### config.mk
export PLATFORM = sky130hd
export DESIGN_NAME = rep_string_op_engine_unit
export DESIGN_NICKNAME = d
export VERILOG_FILES = /design/src/rtl/rsoe_pkg.sv /design/src/rtl/rep_string_op_engine_unit.sv /design/src/rtl/rsoe_flags.sv /design/src/rtl/rsoe_step.sv
export SDC_FILE = /design/constraint.sdc
export NUM_CORES = 1
export LEC_CHECK = 0
export ABC_CLOCK_PERIOD_IN_PS = 13800
export BUFFER_PORTS_ARGS = -buffer_cell sky130_fd_sc_hd__buf_2
export CELL_PAD_IN_SITES_DETAIL_PLACEMENT = 0
export CELL_PAD_IN_SITES_GLOBAL_PLACEMENT = 1
export CORE_MARGIN = 2
export CORE_UTILIZATION = 35
export CTS_CLUSTER_DIAMETER = 30
export DETAILED_ROUTE_END_ITERATION = 7
export GPL_TIMING_DRIVEN = 0
export PLACE_DENSITY_LB_ADDON = 0.1
export SETUP_SLACK_MARGIN = 0.02
export SLEW_MARGIN = 40
export SYNTH_ARGS = -nofsm -noshare
export SYNTH_HDL_FRONTEND = slang
export SYNTH_SLANG_ARGS = --single-unit
### constraint.sdc
create_clock -name i_clk -period 13.8 [get_ports i_clk]
set_input_delay 1.38 -clock i_clk [delete_from_list [all_inputs] [get_ports i_clk]]
set_output_delay 1.38 -clock i_clk [all_outputs]
set_load 0.05 [all_outputs]
### src/rtl/rsoe_pkg.sv
// shared types, codes and helpers for the repeated string-operation engine
// no dependencies; every other file refers to this package by scoped names
package rsoe_pkg;

    localparam logic [1:0] CMD_START = 2'd0;
    localparam logic [1:0] CMD_RDATA = 2'd1;
    localparam logic [1:0] CMD_WACK  = 2'd2;

    localparam logic [1:0] OP_MOVS = 2'd0;
    localparam logic [1:0] OP_CMPS = 2'd1;
    localparam logic [1:0] OP_SCAS = 2'd2;
    localparam logic [1:0] OP_STOS = 2'd3;

    localparam logic [1:0] SZ_BYTE  = 2'd0;
    localparam logic [1:0] SZ_WORD  = 2'd1;
    localparam logic [1:0] SZ_DWORD = 2'd2;

    localparam logic [1:0] REP_SINGLE = 2'd0;
    localparam logic [1:0] REP_PLAIN  = 2'd1;
    localparam logic [1:0] REP_Z      = 2'd2;
    localparam logic [1:0] REP_NZ     = 2'd3;

    localparam logic [1:0] REQ_READ  = 2'd0;
    localparam logic [1:0] REQ_WRITE = 2'd1;
    localparam logic [1:0] REQ_DONE  = 2'd2;

    localparam int FLAG_CF = 0;
    localparam int FLAG_PF = 2;
    localparam int FLAG_AF = 4;
    localparam int FLAG_ZF = 6;
    localparam int FLAG_SF = 7;
    localparam int FLAG_DF = 10;
    localparam int FLAG_OF = 11;

    typedef enum logic [3:0] {
        PH_IDLE  = 4'b0001,
        PH_READ1 = 4'b0010,
        PH_READ2 = 4'b0100,
        PH_WACK  = 4'b1000
    } t_phase;

    typedef struct packed {
        logic [1:0]  command;
        logic [1:0]  operation;
        logic [1:0]  size_code;
        logic [1:0]  repeat_kind;
        logic [31:0] source_pointer;
        logic [31:0] dest_pointer;
        logic [31:0] repeat_count;
        logic [31:0] accumulator;
        logic [31:0] flags_in;
        logic [31:0] read_data;
    } t_in_item;

    typedef struct packed {
        logic [1:0]  request_kind;
        logic [31:0] access_address;
        logic [2:0]  access_size;
        logic [31:0] write_value;
        logic [31:0] source_out;
        logic [31:0] dest_out;
        logic [31:0] count_out;
        logic [31:0] flags_out;
        logic [31:0] iterations_done;
    } t_out_item;

    typedef struct packed {
        t_phase      phase;
        logic [1:0]  op_kind;
        logic [1:0]  elem_size;
        logic [1:0]  rep_mode;
        logic [31:0] src;
        logic [31:0] dst;
        logic [31:0] cnt;
        logic [31:0] acc;
        logic [31:0] flags;
        logic [31:0] first;
        logic [31:0] iter;
    } t_state;

    function automatic logic [2:0] elem_bytes(input logic [1:0] size);
        logic [2:0] b;
        case (size)
            SZ_BYTE: b = 3'd1;
            SZ_WORD: b = 3'd2;
            default: b = 3'd4;
        endcase
        return b;
    endfunction

    function automatic logic [31:0] elem_mask(input logic [1:0] size);
        logic [31:0] m;
        case (size)
            SZ_BYTE: m = 32'h0000_00FF;
            SZ_WORD: m = 32'h0000_FFFF;
            default: m = 32'hFFFF_FFFF;
        endcase
        return m;
    endfunction

endpackage

### src/rtl/rep_string_op_engine_unit.sv
// the input register holds a transferred item; it is stepped when the output register is
// empty or draining, which loads its result into the output register
// throughput: one item per cycle; the input stalls only while the held item waits on a
// stalled result, and a step that makes no result still consumes its item
// reset (i_rst_n low, synchronous) empties both registers and returns to idle
// with all architectural registers zero
module rep_string_op_engine_unit (
    input  logic                i_clk,
    input  logic                i_rst_n,
    input  logic                i_in_valid,
    output logic                o_in_stall,
    input  rsoe_pkg::t_in_item  i_in_item,
    output logic                o_out_valid,
    input  logic                i_out_stall,
    output rsoe_pkg::t_out_item o_out_item
);

    logic                r_in_valid;
    rsoe_pkg::t_in_item  r_in;
    logic                r_out_valid;
    rsoe_pkg::t_out_item r_out;
    rsoe_pkg::t_state    r_state;
    rsoe_pkg::t_state    n_state;
    logic                step_res_valid;
    rsoe_pkg::t_out_item step_res;
    logic                advance;
    logic                in_xfer;

    // the held item steps when the output register is empty or draining
    assign advance    = r_in_valid && (!r_out_valid || !i_out_stall);
    assign o_in_stall = r_in_valid && !advance;
    assign in_xfer    = i_in_valid && !o_in_stall;

    rsoe_step u_step (
        .i_state     (r_state),
        .i_item      (r_in),
        .o_state     (n_state),
        .o_res_valid (step_res_valid),
        .o_res       (step_res)
    );

    always_ff @(posedge i_clk) begin
        if (!i_rst_n) begin
            r_in_valid <= 1'b0;
        end else if (in_xfer) begin
            r_in_valid <= 1'b1;
        end else if (advance) begin
            r_in_valid <= 1'b0;
        end
    end

    always_ff @(posedge i_clk) begin
        if (in_xfer) begin
            r_in <= i_in_item;
        end
    end

    always_ff @(posedge i_clk) begin
        if (!i_rst_n) begin
            r_out_valid <= 1'b0;
        end else if (advance && step_res_valid) begin
            r_out_valid <= 1'b1;
        end else if (!i_out_stall) begin
            r_out_valid <= 1'b0;
        end
    end

    always_ff @(posedge i_clk) begin
        if (advance && step_res_valid) begin
            r_out <= step_res;
        end
    end

    always_ff @(posedge i_clk) begin
        if (!i_rst_n) begin
            r_state <= rsoe_pkg::t_state'{phase: rsoe_pkg::PH_IDLE, default: '0};
        end else if (advance) begin
            r_state <= n_state;
        end
    end

    assign o_out_valid = r_out_valid;
    assign o_out_item  = r_out;

endmodule

### src/rtl/rsoe_flags.sv
// compare unit: first minus second at the element width, status flags update
// depends on rsoe_pkg
module rsoe_flags (
    input  logic [1:0]  i_size,
    input  logic [31:0] i_a,
    input  logic [31:0] i_b,
    input  logic [31:0] i_flags,
    output logic [31:0] o_flags
);

    logic [31:0] mask;
    logic [31:0] a_m;
    logic [31:0] b_m;
    logic [32:0] diff;
    logic [31:0] r;
    logic [31:0] ovf_vec;
    logic        sign_bit;
    logic        ovf_bit;

    always_comb begin
        mask    = rsoe_pkg::elem_mask(i_size);
        a_m     = i_a & mask;
        b_m     = i_b & mask;
        diff    = {1'b0, a_m} - {1'b0, b_m};
        r       = diff[31:0] & mask;
        ovf_vec = (a_m ^ b_m) & (a_m ^ r);
        case (i_size)
            rsoe_pkg::SZ_BYTE: begin
                sign_bit = r[7];
                ovf_bit  = ovf_vec[7];
            end
            rsoe_pkg::SZ_WORD: begin
                sign_bit = r[15];
                ovf_bit  = ovf_vec[15];
            end
            default: begin
                sign_bit = r[31];
                ovf_bit  = ovf_vec[31];
            end
        endcase

        o_flags = i_flags;
        // borrow out of the masked subtract is the unsigned less-than
        o_flags[rsoe_pkg::FLAG_CF] = diff[32];
        o_flags[rsoe_pkg::FLAG_PF] = ~(^r[7:0]);
        o_flags[rsoe_pkg::FLAG_AF] = a_m[4] ^ b_m[4] ^ r[4];
        o_flags[rsoe_pkg::FLAG_ZF] = (r == 32'd0);
        o_flags[rsoe_pkg::FLAG_SF] = sign_bit;
        o_flags[rsoe_pkg::FLAG_OF] = ovf_bit;
    end

endmodule

### src/rtl/rsoe_step.sv
// one sequencer step: next architectural state and the memory request it causes
// depends on rsoe_pkg and rsoe_flags
module rsoe_step (
    input  rsoe_pkg::t_state    i_state,
    input  rsoe_pkg::t_in_item  i_item,
    output rsoe_pkg::t_state    o_state,
    output logic                o_res_valid,
    output rsoe_pkg::t_out_item o_res
);

    rsoe_pkg::t_state    n_st;
    rsoe_pkg::t_out_item res;
    logic [31:0]         cmp_flags;
    logic [31:0]         cmp_a;
    logic [31:0]         bytes32;
    logic [31:0]         delta;
    logic                do_end;
    logic                do_issue;
    logic                do_finish;
    logic                is_cmp;
    logic                stop;

    // cmps second read compares against the saved source element
    assign cmp_a = (i_state.phase == rsoe_pkg::PH_READ2) ? i_state.first : i_state.acc;

    rsoe_flags u_flags (
        .i_size  (i_state.elem_size),
        .i_a     (cmp_a),
        .i_b     (i_item.read_data),
        .i_flags (i_state.flags),
        .o_flags (cmp_flags)
    );

    always_comb begin
        bytes32 = {29'd0, rsoe_pkg::elem_bytes(i_state.elem_size)};
        delta   = i_state.flags[rsoe_pkg::FLAG_DF] ? (32'd0 - bytes32) : bytes32;

        n_st        = i_state;
        res         = '0;
        o_res_valid = 1'b0;
        do_end      = 1'b0;
        do_issue    = 1'b0;
        do_finish   = 1'b0;
        is_cmp      = 1'b0;
        stop        = 1'b0;

        unique case (i_item.command)
            rsoe_pkg::CMD_START: begin
                n_st.op_kind   = i_item.operation;
                n_st.elem_size = (i_item.size_code == 2'd3) ? rsoe_pkg::SZ_DWORD
                                                            : i_item.size_code;
                n_st.rep_mode  = i_item.repeat_kind;
                n_st.src       = i_item.source_pointer;
                n_st.dst       = i_item.dest_pointer;
                n_st.cnt       = i_item.repeat_count;
                n_st.acc       = i_item.accumulator;
                n_st.flags     = i_item.flags_in;
                n_st.iter      = 32'd0;
                if (i_item.repeat_kind != rsoe_pkg::REP_SINGLE &&
                    i_item.repeat_count == 32'd0) begin
                    do_finish = 1'b1;
                end else begin
                    do_issue = 1'b1;
                end
            end
            rsoe_pkg::CMD_RDATA: begin
                if (i_state.phase == rsoe_pkg::PH_READ1) begin
                    unique case (i_state.op_kind)
                        rsoe_pkg::OP_MOVS: begin
                            n_st.phase         = rsoe_pkg::PH_WACK;
                            o_res_valid        = 1'b1;
                            res.request_kind   = rsoe_pkg::REQ_WRITE;
                            res.access_address = i_state.dst;
                            res.write_value    = i_item.read_data
                                               & rsoe_pkg::elem_mask(i_state.elem_size);
                        end
                        rsoe_pkg::OP_CMPS: begin
                            n_st.first         = i_item.read_data
                                               & rsoe_pkg::elem_mask(i_state.elem_size);
                            n_st.phase         = rsoe_pkg::PH_READ2;
                            o_res_valid        = 1'b1;
                            res.request_kind   = rsoe_pkg::REQ_READ;
                            res.access_address = i_state.dst;
                        end
                        rsoe_pkg::OP_SCAS: begin
                            n_st.flags = cmp_flags;
                            n_st.dst   = i_state.dst + delta;
                            do_end     = 1'b1;
                        end
                        default: ;
                    endcase
                end else if (i_state.phase == rsoe_pkg::PH_READ2) begin
                    n_st.flags = cmp_flags;
                    n_st.src   = i_state.src + delta;
                    n_st.dst   = i_state.dst + delta;
                    do_end     = 1'b1;
                end
            end
            rsoe_pkg::CMD_WACK: begin
                if (i_state.phase == rsoe_pkg::PH_WACK) begin
                    if (i_state.op_kind == rsoe_pkg::OP_MOVS) begin
                        n_st.src = i_state.src + delta;
                    end
                    n_st.dst = i_state.dst + delta;
                    do_end   = 1'b1;
                end
            end
            default: ;
        endcase

        if (do_end) begin
            if (n_st.rep_mode == rsoe_pkg::REP_SINGLE) begin
                do_finish = 1'b1;
            end else begin
                n_st.cnt  = n_st.cnt - 32'd1;
                n_st.iter = n_st.iter + 32'd1;
                is_cmp    = (n_st.op_kind == rsoe_pkg::OP_CMPS) ||
                            (n_st.op_kind == rsoe_pkg::OP_SCAS);
                // zero flag only ends the loop for the compare operations
                stop = (n_st.cnt == 32'd0)
                    || (is_cmp && n_st.rep_mode == rsoe_pkg::REP_Z
                        && !n_st.flags[rsoe_pkg::FLAG_ZF])
                    || (is_cmp && n_st.rep_mode == rsoe_pkg::REP_NZ
                        && n_st.flags[rsoe_pkg::FLAG_ZF]);
                if (stop) begin
                    do_finish = 1'b1;
                end else begin
                    do_issue = 1'b1;
                end
            end
        end

        if (do_issue) begin
            o_res_valid = 1'b1;
            unique case (n_st.op_kind) inside
                rsoe_pkg::OP_MOVS, rsoe_pkg::OP_CMPS: begin
                    n_st.phase         = rsoe_pkg::PH_READ1;
                    res.request_kind   = rsoe_pkg::REQ_READ;
                    res.access_address = n_st.src;
                end
                rsoe_pkg::OP_SCAS: begin
                    n_st.phase         = rsoe_pkg::PH_READ1;
                    res.request_kind   = rsoe_pkg::REQ_READ;
                    res.access_address = n_st.dst;
                end
                default: begin
                    n_st.phase         = rsoe_pkg::PH_WACK;
                    res.request_kind   = rsoe_pkg::REQ_WRITE;
                    res.access_address = n_st.dst;
                    res.write_value    = n_st.acc & rsoe_pkg::elem_mask(n_st.elem_size);
                end
            endcase
        end

        if (do_finish) begin
            o_res_valid        = 1'b1;
            n_st.phase         = rsoe_pkg::PH_IDLE;
            res.request_kind   = rsoe_pkg::REQ_DONE;
            res.access_address = 32'd0;
            res.write_value    = 32'd0;
        end

        res.access_size     = rsoe_pkg::elem_bytes(n_st.elem_size);
        res.source_out      = n_st.src;
        res.dest_out        = n_st.dst;
        res.count_out       = n_st.cnt;
        res.flags_out       = n_st.flags;
        res.iterations_done = n_st.iter;

        o_state = n_st;
        o_res   = res;
    end

endmodule

==> metrics.md, run 1 <==
| Metric | Value |
|---|---|
| Core area | 94600 sq um |
| Total die area | 97600 sq um |
| Final GP Congestion | 0.901 |
| Critical Path AT | 10610 ps |
| Routed vias/inst | 5.31 |
| Drt drc | 0 |
| Routed vias | 28700 |
| Synthesized area | 33300 sq um |
| # IOs | 435 |
| Finished Layout Cells | 5406 |
| GRT Total Usage | 26.3% |
| Initial Utilization | 35.2% |
| Vias in the first global route | 28300 |
| Setup TNS | 0 ps |
| Placed cell count | 5076 |
| Slew @ Worst Pin | 899 ps |
| # fillers | 9089 |
| Slowest cell delay on critical path | 670 ps |
| Endpoint type of the worst setup path | register |
| PD cells | 160 nW/um^2 |
| Tmin final | 10130 ps |
| Post-Synthesis Net Count | 3673 |
| Layout area overhead | 31.0% |
| Critical path's slowest cell | clkbuf_1 |
| Drt total wl | 131000 um |
| Yosys cell types | 87 |
| Peak Freq | 0.0988 GHz |
| Syn avg cell area | 9.92 sq um |
| Nets | 4305 |
| Post-CTS Setup Inserts | 0 |
| Worst clock skew | 32.7 ps |
| Worst-path clk slew | 40 ps |
| Initial drt markers | 2186 |
| Share of cells above drive strength 1 | 20.6% |
| Max transition margin | 40.1% |
| Wire per inst | 24.2 um |
| Final Cycle Share | 73.4% |
| Root Driver | clkbuf_16 |
| Cells after synthesis | 3356 |
| LEAKAGE | 17.2 nW |
| Die X | 312 um |
| Num CTS Buffers | 173 |
| Setup WS post-layout | 3670 ps |
| Commonest non-fill, non-tap cell in the layout | nand2_1 |
| Post-CTS Hold Fix Bufs | 0 |
| Ys flop type | edfxtp_1 |
| Antenna violations before repair | 6 |
| Status | finished, final reports clean |
| Synth warnings | 0 |
| Post-cts resize count | 0 |
| Pin count of the biggest net entering global routing | 69 |
| CP startpoint kind | register |
| CTS max path bufs | 3 |
| Commonest cells after routing, fill and taps aside | nand2_1, buf_2, edfxtp_1 |
| Row count | 113 |
| Final HPWL DP | 98500 um |
| Final setup vio count | 0 |
| CP startpoint | r_in[198]$_DFFE_PP_ |
| Async S/R FF share, synth | 0% |
| Max cap viols | 0 |
| Pre-antenna DRT Iters | 6 |
| RSZ-0062 raised after global routing | no |
| WP data required | 14280 ps |
| Slew Viols, Final | 0 |
| Crit path max fanout | 10 |
| Fin. Hold Viols | 0 |
| Peak supply drop | 0.0997 mV |
| CTS tree | yes |
| Hold path start | r_state[76]$_SDFFE_PN0P_ |
| Synth Register Bits | 665 |
| CTS H-tree depth | 4 |
| Global route overflow | 0 |
| Vert. Die Dim | 312 um |
| Worst skew pair latency | 760 ps |
| First-pass GRT wire length | 190000 um |
| Worst slack, placed | 3720 ps |
| R2r startpoint | r_in[198]$_DFFE_PP_ |
| Type of the worst min-delay path | register to register |
| CTS Sinks | 665 |
| Sequential fraction of the synthesis area | 52.9% |
| CP Class | register to register |
| Port Buffers | 434 |
| Antenna viol nets, final | 0 |
| EDFF count, synth | 429 |
metrics by stage:
step                      hold slack (ps)  total power, mW  util, %  cell area [sq um]
after floorplan                       434             2.63        -              33300
after global placement                441             2.87     39.2              37100
after detailed placement              445             2.86     39.7              37600
after CTS                             452             7.01     46.1              43600
after global routing                  467             7.19     46.1              43600
final                                 451             6.96     46.1              43600
power by group:
group	internal [mW]	switching, mW	total [mW]
logic	0.187	0.391	0.578
clock network	2.85	1.28	4.13
registers	2.20	0.0560	2.26
logic make-up after synthesis:
kind of cell / Yosys count / synth area share, %
mux: 85 / 2.64
xor+xnor: 140 / 3.68
compound gates: 790 / 15.5
fa+ha+maj: 113 / 4.31
flops: 665 / 52.9
simple gates: 1303 / 17.9
buf+inv: 260 / 3.09
cell usage after synthesis, drive strengths merged, types with 10 or more instances:
master	count	area share (%)
nor3	130	2.0
xnor2	83	2.2
dfxtp	236	14
clkbuf	156	1.8
nand2	463	5.2
and3	17	0.32
o21bai	12	0.27
nand3	72	1.1
nand2b	19	0.36
nand4	28	0.53
and4b	21	0.63
mux2i	76	2.3
a21o	46	1.0
nor2	398	4.5
a211oi	45	1.0
a211o	15	0.39
a21oi	296	4.4
o21ai	122	1.8
ha	110	4.1
or2	12	0.23
a21boi	21	0.48
xor2	57	1.5
edfxtp	429	39
or3	32	0.60
a22o	34	0.89
a222oi	11	0.33
a41o	21	0.63
and2	15	0.28
a31o	10	0.26
inv	67	0.76
o31ai	10	0.23
o21a	14	0.32
nor2b	36	0.68
nor4	10	0.23
nor3b	11	0.25
a22oi	45	1.0
buf	35	0.56
critical path: cells and delay by family, from the launching register on:
family | cells | cell delay (ps)
buffers and inverters | 13 | 4800
AOI/OAI and AO/OA | 5 | 1880
and+or+nand+nor | 6 | 1720
adders and majority gates | 2 | 590
muxes | 2 | 430
DFF | 1 | 410
per-layer routing:
| metal | global-route usage [%] | share of wire (%) | vias to the layer above |
|---|---|---|---|
| met5 | 0 | 0.016 | - |
| met4 | 8.82 | 2.8 | 4 |
| met3 | 5.06 | 5.6 | 197 |
| met2 | 43.2 | 47 | 950 |
| met1 | 34.6 | 44 | 14000 |
| li1 | - | - | 13600 |
registers in the layout, summed over array words and instances (netlist names):
signal / count
r_state: 234
o_out_item: 229
r_in: 200
o_out_valid: 1
r_in_valid: 1
path summary, 6_finish.rpt:
kind | slack, ps | endpoint | depth (start not counted)
worst max register to register | 3670 | o_out_item[196]$_SDFFCE_PP0P_ | 28
worst min register to register | 450 | r_state[76]$_SDFFE_PN0P_ | 2
worst min-delay path | 450 | r_state[76]$_SDFFE_PN0P_ | 2
worst max-delay path | 3670 | o_out_item[196]$_SDFFCE_PP0P_ | 28
final cells by class:
cell class,instances,area (sq um),area share (%)
flip-flops and latches,665,17600,40.4
diodes,4,10.0,0.0229
well taps,1265,1580,3.63
clock inverters,116,1400,3.21
repair buffers,457,2600,5.95
inverters,69,267,0.611
clock buffers,208,4630,10.6
multi-input cells,2431,14700,33.8
plain buffers,191,802,1.84
Note: power is estimated with default switching activity, not from simulation.
==> run 2, diff against run 1 <==
--- a/config.mk
+++ b/config.mk
@@ -5,7 +5,7 @@
 export SDC_FILE = /design/constraint.sdc
 export NUM_CORES = 1
 export LEC_CHECK = 0
-export ABC_CLOCK_PERIOD_IN_PS = 13800
+export ABC_CLOCK_PERIOD_IN_PS = 8500
 export BUFFER_PORTS_ARGS = -buffer_cell sky130_fd_sc_hd__buf_2
 export CELL_PAD_IN_SITES_DETAIL_PLACEMENT = 0
 export CELL_PAD_IN_SITES_GLOBAL_PLACEMENT = 1
==> constraint.sdc (replaced) <==
create_clock -name i_clk -period 8.5 [get_ports i_clk]
set_input_delay 0.85 -clock i_clk [delete_from_list [all_inputs] [get_ports i_clk]]
set_output_delay 0.85 -clock i_clk [all_outputs]
set_load 0.05 [all_outputs]
==> run 2 against run 1 <==
  * Fmax rose by 25%
  * Clock skew rose by 0.93 ps
  * Die area did not move
  * Critical path type unchanged
==> metrics.md, run 2 (synthesis results as in run 1) <==
| Metric | Value |
|---|---|
| CP Class | register to register |
| FF-to-FF End | o_out_item[201]$_SDFFCE_PP0P_ |
| Peak supply drop | 0.177 mV |
| Overall power | 11.2 mW |
| DP Area | 37600 sq um |
| Row count | 113 |
| LEAKAGE | 17.2 nW |
| Pin count of the biggest net entering global routing | 72 |
| Crit path max fanout | 28 |
| Drt drc | 0 |
| Worst-path clk slew | 50 ps |
| First-pass GRT wire length | 188000 um |
| Routed vias/inst | 5.31 |
| Endpoint type of the worst setup path | register |
| Final HPWL DP | 98400 um |
| Antenna viol nets, final | 0 |
| Largest register FFs | 234 |
| Wire per inst | 24.1 um |
| CTS Sinks | 665 |
| Hold path start | i_in_item[71] |
| Port Buffers | 434 |
| Fin. Hold Viols | 0 |
| Vias in the first global route | 28100 |
| Slew @ Worst Pin | 877 ps |
| CTS tree | yes |
| Worst clock skew | 33.6 ps |
| Final Cycle Share | 95.6% |
| RSZ-0062 raised after global routing | no |
| Peak Freq | 0.123 GHz |
| Critical path's slowest cell | or4_1 |
| Die X | 312 um |
| Num CTS Buffers | 170 |
| Initial drt markers | 2304 |
| PD cells | 257 nW/um^2 |
| Root Driver | clkbuf_16 |
| Pre-antenna DRT Iters | 6 |
| CP startpoint kind | register |
| Commonest non-fill, non-tap cell in the layout | nand2_1 |
| R2R Setup Slk | 380 ps |
| Routed vias | 28600 |
| Finished Layout Cells | 5391 |
| CP startpoint | r_in[198]$_DFFE_PP_ |
| Worst R2R Path Depth | 26 |
| GRT Total Usage | 26.1% |
| Max cap viols | 0 |
| Final GP Congestion | 0.909 |
| Drt total wl | 130000 um |
| Status | finished, final reports clean |
| Total die area | 97600 sq um |
| Type of the worst min-delay path | primary input to register |
| Fin util | 46.0% |
| Vert. Die Dim | 312 um |
| Initial Utilization | 35.2% |
| Share of cells above drive strength 1 | 20.5% |
| Max transition margin | 41.5% |
| Antenna violations before repair | 7 |
| Worst Setup EP | o_out_item[201]$_SDFFCE_PP0P_ |
| Final setup vio count | 0 |
| Largest Register | r_state |
| Global route overflow | 0 |
| Layout area overhead | 30.7% |
| # fillers | 9215 |
| Placed cell count | 5077 |
| CTS H-tree depth | 4 |
| Setup TNS | 0 ps |
| CTS max path bufs | 3 |
| Slew Viols, Final | 0 |
| Commonest cells after routing, fill and taps aside | nand2_1, buf_2, edfxtp_1 |
| Post-CTS Hold Fix Bufs | 0 |
| Tmin final | 8120 ps |
| # IOs | 435 |
| R2r startpoint | r_in[198]$_DFFE_PP_ |
| Nets | 4302 |
| WP data required | 9010 ps |
| Final Instance Area | 43500 sq um |
| Critical Path AT | 8640 ps |
| CP most frequent cell | buf_4 |
| Core area | 94600 sq um |
| Worst skew pair latency | 750 ps |
| Slowest cell delay on critical path | 590 ps |
run 2: cell count changes in the layout (fill, tap and decap cells not counted), sizes merged:
cell	delta
clkinv	+11
clkbuf	-14
inv	-4
diode	-2
clkinvlp	-11
buf	+2
bufinv	+3
run 2: what timing repair did:
| item | 4_1_cts | 5_1_grt |
|---|---|---|
| pin swaps | 0 | 0 |
| setup buffers | 0 | 3 |
| setup endpoints to repair | 69 | 51 |
| gates resized for setup | 9 | 8 |
run 2: area by class of cell:
class	instances	area, sq um	area share, %
Antenna cell	2	5.00	0.0115
Buffer	188	811	1.86
Clock buffer	196	4440	10.2
Clock inverter	115	1440	3.30
Inverter	69	267	0.612
Multi-Input combinational cell	2431	14800	33.9
Sequential cell	665	17600	40.5
Tap cell	1265	1580	3.64
Timing Repair Buffer	460	2600	5.98
run 2: through the flow:
step           setup slack [ps]  hold WS (ps)
6_report                    376           278
5_1_grt                    57.0           235
2_1_floorplan               350           434
3_5_place_dp              -1540           446
3_3_place_gp              -5050           441
4_1_cts                     104           222
run 2: metal layers:
layer | wire, um | vias to the layer above | GRT usage, %
li1 | - | 13600 | -
met1 | 57200 | 13900 | 34.5
met2 | 61700 | 911 | 43.0
met3 | 7570 | 200 | 4.93
met4 | 3440 | 4 | 8.24
met5 | 23 | - | 0
run 2: worst min-delay path by stage:
| stage | to | slack (ps) | depth (start not counted) |
|---|---|---|---|
| after floorplan | r_state[147]$_SDFFE_PN0P_ | 430 | 2 |
| after global placement | r_state[77]$_SDFFE_PN0P_ | 440 | 2 |
| after detailed placement | r_state[77]$_SDFFE_PN0P_ | 450 | 2 |
| after CTS | r_in[40]$_DFFE_PP_ | 220 | 1 |
| after global routing | r_in[40]$_DFFE_PP_ | 240 | 1 |
| final | r_in[71]$_DFFE_PP_ | 280 | 1 |
run 2: critical path: cells and delay by family, from the launching register on:
family / cells / cell delay, ps
flops: 1 / 420
simple gates: 6 / 1740
buf+inv: 11 / 3100
compound gates: 5 / 1500
mux: 2 / 440
fa+ha+maj: 2 / 650
run 2: report_power, final:
group	total [mW]	internal, mW	switching [mW]
clock network	6.58	4.56	2.01
logic	0.932	0.304	0.628
registers	3.67	3.57	0.0915
